## src/hw/rtl/lzwd_ram.sv

```systemverilog
module lzwd_ram #(
  parameter int WIDTH = 8,
  parameter int DEPTH = 256
) (
  input  logic                     clk,
  input  logic                     we,
  input  logic [$clog2(DEPTH)-1:0] waddr,
  input  logic [WIDTH-1:0]         wdata,
  input  logic [$clog2(DEPTH)-1:0] raddr,
  output logic [WIDTH-1:0]         rdata
);

  logic [WIDTH-1:0] mem [DEPTH];

  always_ff @(posedge clk) begin
    if (we) begin
      mem[waddr] <= wdata;
    end
    rdata <= mem[raddr];
  end

endmodule

```

## config.mk

```make
export PLATFORM = sky130hd
export DESIGN_NAME = lzwd_ram
export DESIGN_NICKNAME = d
export VERILOG_FILES = /design/src/hw/rtl/lzwd_ram.sv
export SDC_FILE = /design/constraint.sdc
export NUM_CORES = 2
export LEC_CHECK = 0
export BUFFER_PORTS_ARGS = -buffer_cell sky130_fd_sc_hd__buf_2
export CAP_MARGIN = 20
export CELL_PAD_IN_SITES_DETAIL_PLACEMENT = 1
export CELL_PAD_IN_SITES_GLOBAL_PLACEMENT = 1
export CORE_MARGIN = 5
export CORE_UTILIZATION = 30
export CTS_CLUSTER_DIAMETER = 30
export DETAILED_ROUTE_END_ITERATION = 10
export PLACE_DENSITY = 0.6
export SLEW_MARGIN = 25
export SYNTH_ARGS = -nofsm -noshare
export SYNTH_HDL_FRONTEND = slang
export SYNTH_SLANG_ARGS = --single-unit
```

## constraint.sdc

```tcl
create_clock -name clk -period 2.2 [get_ports clk]
set_input_delay 0.44 -clock clk [delete_from_list [all_inputs] [get_ports clk]]
set_output_delay 0.44 -clock clk [all_outputs]
set_load 0.1 [all_outputs]
```

# After elaboration in Yosys (flattened, before gate mapping)
# Memories as Yosys holds them, arrays and structs flattened. A register that Yosys moved wholly into a read port is not among the register bits.
# Index checks and enable logic that the tools add are counted.
dict set report totals {
  output_inout_bits 8
  in_bits 26
  mem_bits_rw 2048
  memories 1
  ff_bits 0
  word_cells 3
}
dict set report op_classes {
  n_mux 2
}
# memory depth word_bits read_ports rd_clocked_by_memory_dff wr line
set mem_list {}
lappend mem_list {mem 256 8 1 1 1 13} ;# logic [WIDTH-1:0] mem [DEPTH];
# op count
set op_table {}
lappend op_table {{1-bit 2-to-1 mux} 2}

# Longest topological paths before layout
dict set report depth {
  depth_word 2
  mapped_depth 11
  ltp_nobuf 6
}

# Worst setup path before layout
# Ideal clock, no wire load.
dict set report synth_path {
  path_kind {input -> register}
  start {in raddr[0]}
  end {reg rdata[2] (read register of mem)}
  path_buffers 4
  path_slack_ps -178
  setup_time_ps 131
  t_arrival_ps 2247
  path_stages 9
  t_required_ps 2069
  path_cell_list {buf_6 > buf_12 > buf_8 > buf_2 > mux4_2 > a22oi_1 > a21oi_1 > nor4_1 > nor4_2}
}
# item line
set synth_lines {}
lappend synth_lines {{start, declared} 9} ;# input logic [$clog2(DEPTH)-1:0] raddr,
lappend synth_lines {{end, declared} 10} ;# output logic [WIDTH-1:0] rdata

==> results.toml <==
[pwr]
p_per_area_mw_per_mm2 = 1073
leakagePower_uw = 0.03479
finalPower_uw = 112600
peakVddDrop_mv = 0.6964

[setup_path]
critPathLaunchType = "flip-flop"
end_kind = "flip-flop"
r2r-end = "rdata[2]$_DFF_P_"
crit_required_ns = 3.03
critical_path_class = "flip-flop to flip-flop"
path_max_fanout = 1
r2r-start = "mem[143][2]$_DFFE_PP_"
rrSetupSlack_ns = -0.12
r2r_cells = 6
critPathArrivalTime_ns = 3.15

[floorplanning]
pin_count = 34
initial_core_util_pct = 30.06
rows = 189
die_h_um = 525.0
coreArea_mm2 = 0.2646
dieArea_mm2 = 0.2756
die_w_um = 525.0

[clock_tree]
cts_tree = "done"
clockBufferDepth = 4
htree_levels = 5
clock_latency_ns = 0.96
cts-root-buf = "clkbuf_16"
clk_pin_slew_ns = 0.05
clock-sinks = 2056
cts_buffers = 429

[synth]
synth.largest_area_cell = "edfxtp_1"
ys_warn_count = 0
syn_area_mm2 = 0.07956
synth_cells = 3733
ys_ff_latch = 2056
synth-main-ff-cell = "edfxtp_1"
async_reset_ff_share_pct = 0
synth_edf_count = 2048
yosysSeqAreaShare_pct = 77.50
synth_nets = 3759
synth_area_leaders = "edfxtp_1 (77%), mux4_2 (13%), mux2i_1 (1.7%)"
yosysUniqueCellTypes = 55
synth.avg_cell_area_um2 = 21.31
synth.top_cell.area_share_pct = 77.30

[finish]
syn2layout_area_growth_pct = 31.92
fin_nets = 4768
drive_above_1_share_pct = 39.48
stdcell_area_mm2 = 0.1049
fin_util_pct = 39.66
fill_cells = 25350

[routing]
drcViolationCount = 0
drt_pass1_iterations = 5
drtIter0Drc = 4263
via_per_inst = 4.980
drt-total-wl_um = 232300
route.vias.total = 42940
drt-wirelength-per-cell_um = 26.94
ant_nets = 0

[sta]
setup_viol = 7
max_slew_margin_pct = 35.93
skew_ns = 0.08075
layout_setup_ws_ns = -0.1194
fin_crit_ns = 2.319
hold_viol = 0
holdWs_ns = 0.3036
rsz0062_at_grt = "true"
post-route-period-util_pct = 105.4
slew_viol_final = 0
tightest_slew_ns = 0.9590
max_freq_mhz = 431.1

[place]
port_buffers = 33
hpwlAfterDp_um = 149300
place_worst_setup_slack_ns = -1.253
gp_congestion = 0.8194
dpl_cell_area_mm2 = 0.09000

[run]
cap_violations = 0

[worst_hold_path]
hold_start = "waddr[4]"
min_path_cells = 4
worstHoldEndpoint = "mem[176][6]$_DFFE_PP_"
hp-class = "input pin to flip-flop"

[outcome]
violations = "negative setup slack"
status = "complete, but fails checks"

[global_routing]
grt.overflow.total = 0
grt_max_degree = 93
grt_pass1_wl_um = 337400
grt_pass1_vias = 46600
antenna_found_initial = 14
gr-usage-all-layers_pct = 16.57
worst max-delay path, cell delays in order, from the launching register on:
cell and delay, ns:
edfxtp_1 0.35, mux4_2 0.53, mux4_2 0.60, nor2_4 0.14
a2111oi_4 0.05, nor3_4 0.44, nor4_2 0.06
worst max-delay path by stage:
stage,startpoint,end,slack [ns],depth (start not counted)
3_5_place_dp,raddr[0],rdata[7]$_DFF_P_,-1.25,9
6_report,mem[143][2]$_DFFE_PP_,rdata[2]$_DFF_P_,-0.12,6
2_1_floorplan,raddr[0],rdata[0]$_DFF_P_,-0.06,9
4_1_cts,mem[131][1]$_DFFE_PP_,rdata[1]$_DFF_P_,-0.28,7
5_1_grt,mem[131][1]$_DFFE_PP_,rdata[1]$_DFF_P_,-0.16,7
3_3_place_gp,raddr[0],rdata[2]$_DFF_P_,-1.52,9
metal layers:
metal | wire, um | global-route usage (%) | vias to the layer above
met4 | 6985 | 5.339 | 0
met5 | 0 | 0 | -
met2 | 114800 | 27.42 | 1550
met3 | 14150 | 3.207 | 414
met1 | 96370 | 22.05 | 23040
li1 | - | - | 17940
flip-flops by register name (all words and copies together), names as in the netlist:
name   count
mem     2048
rdata      8
layout by cell type (no fill, tap or decap), types with 9 or more instances in the layout:
cell / n
a211oi_1: 9
a21oi_1: 96
a22oi_1: 133
buf_12: 101
buf_2: 13
buf_4: 671
buf_8: 13
bufinv_16: 63
clkbuf_1: 54
clkbuf_16: 435
clkinv_1: 60
clkinv_2: 49
clkinv_4: 31
clkinvlp_4: 57
edfxtp_1: 2048
inv_6: 23
mux2i_1: 134
mux4_2: 455
nand2_1: 33
nand3_1: 31
nand4_1: 10
nor2_1: 264
nor2_2: 10
nor2b_1: 28
nor3_1: 12
nor4_1: 12
nor4_2: 14
o211ai_1: 10
o21ai_0: 10
o221ai_1: 46
o22ai_1: 28
power by group:
group / leakage [uW] / internal (uW) / total [uW] / switching (uW)
logic: 0.00944 / 2020 / 5130 / 3110
registers: 0.0185 / 43300 / 43400 / 137
clock network: 0.00687 / 43300 / 64100 / 20700
total: 0.0348 / 88600 / 113000 / 24000
cell type report:
class                   instances  area, um^2  share of cell area, %
well taps                    3533        4420                  4.212
diodes                          4       10.01               0.009538
inverters                       2       7.507               0.007153
clock inverters               286        3337                  3.180
repair buffers                811        7456                  7.104
flip-flops and latches       2056       61670                  58.77
multi-input cells            1442       16950                  16.15
clock buffers                 489       11090                  10.57
synth_stat cells (3+ instances only):
cell,count
a211oi_1,16
a21oi_1,96
a221oi_1,13
a22o_1,8
a22oi_1,133
and2_1,6
buf_1,22
buf_12,8
buf_2,31
buf_4,27
buf_6,21
buf_8,13
clkbuf_1,111
dfxtp_1,8
edfxtp_1,2048
mux2i_1,134
mux4_2,454
nand2_1,33
nand2b_1,8
nand3_1,34
nand4_1,10
nor2_1,282
nor2b_1,31
nor3_1,22
nor4_1,24
nor4_2,3
o211ai_1,10
o21ai_0,10
o221ai_1,46
o22a_1,5
o22ai_1,28
o32ai_1,4
or2_2,4
through the flow:
stage / cells / TNS [ns]
finish: 8623 / -0.4845
floorplan: 3733 / -36.42
global route: 8621 / -0.7942
detailed placement: 7837 / -10.17
CTS: 8619 / -1.410
global placement: 7837 / -10.14
cells by family (layout without fill, tap and decap cells):
group                  after synthesis  after routing  synth area share (%)
flip-flops                        2056           2056                 77.50
multiplexers                       591            591                 14.62
AND/OR/NAND/NOR                    466            466                 2.628
AO/OA/AOI/OAI                      385            385                 3.419
buffers and inverters              235           1588                 1.831
other                                0              4                     0
timing repair:
action	in CTS	in global routing
setup endpoints to repair	15	9
gates resized for setup	67	24
endpoints found under the hold margin	219	0
gates cloned	0	0
pin swaps	20	19
hold buffers	8	0
buffers inserted	0	0
(Power assumes the default switching activity.)
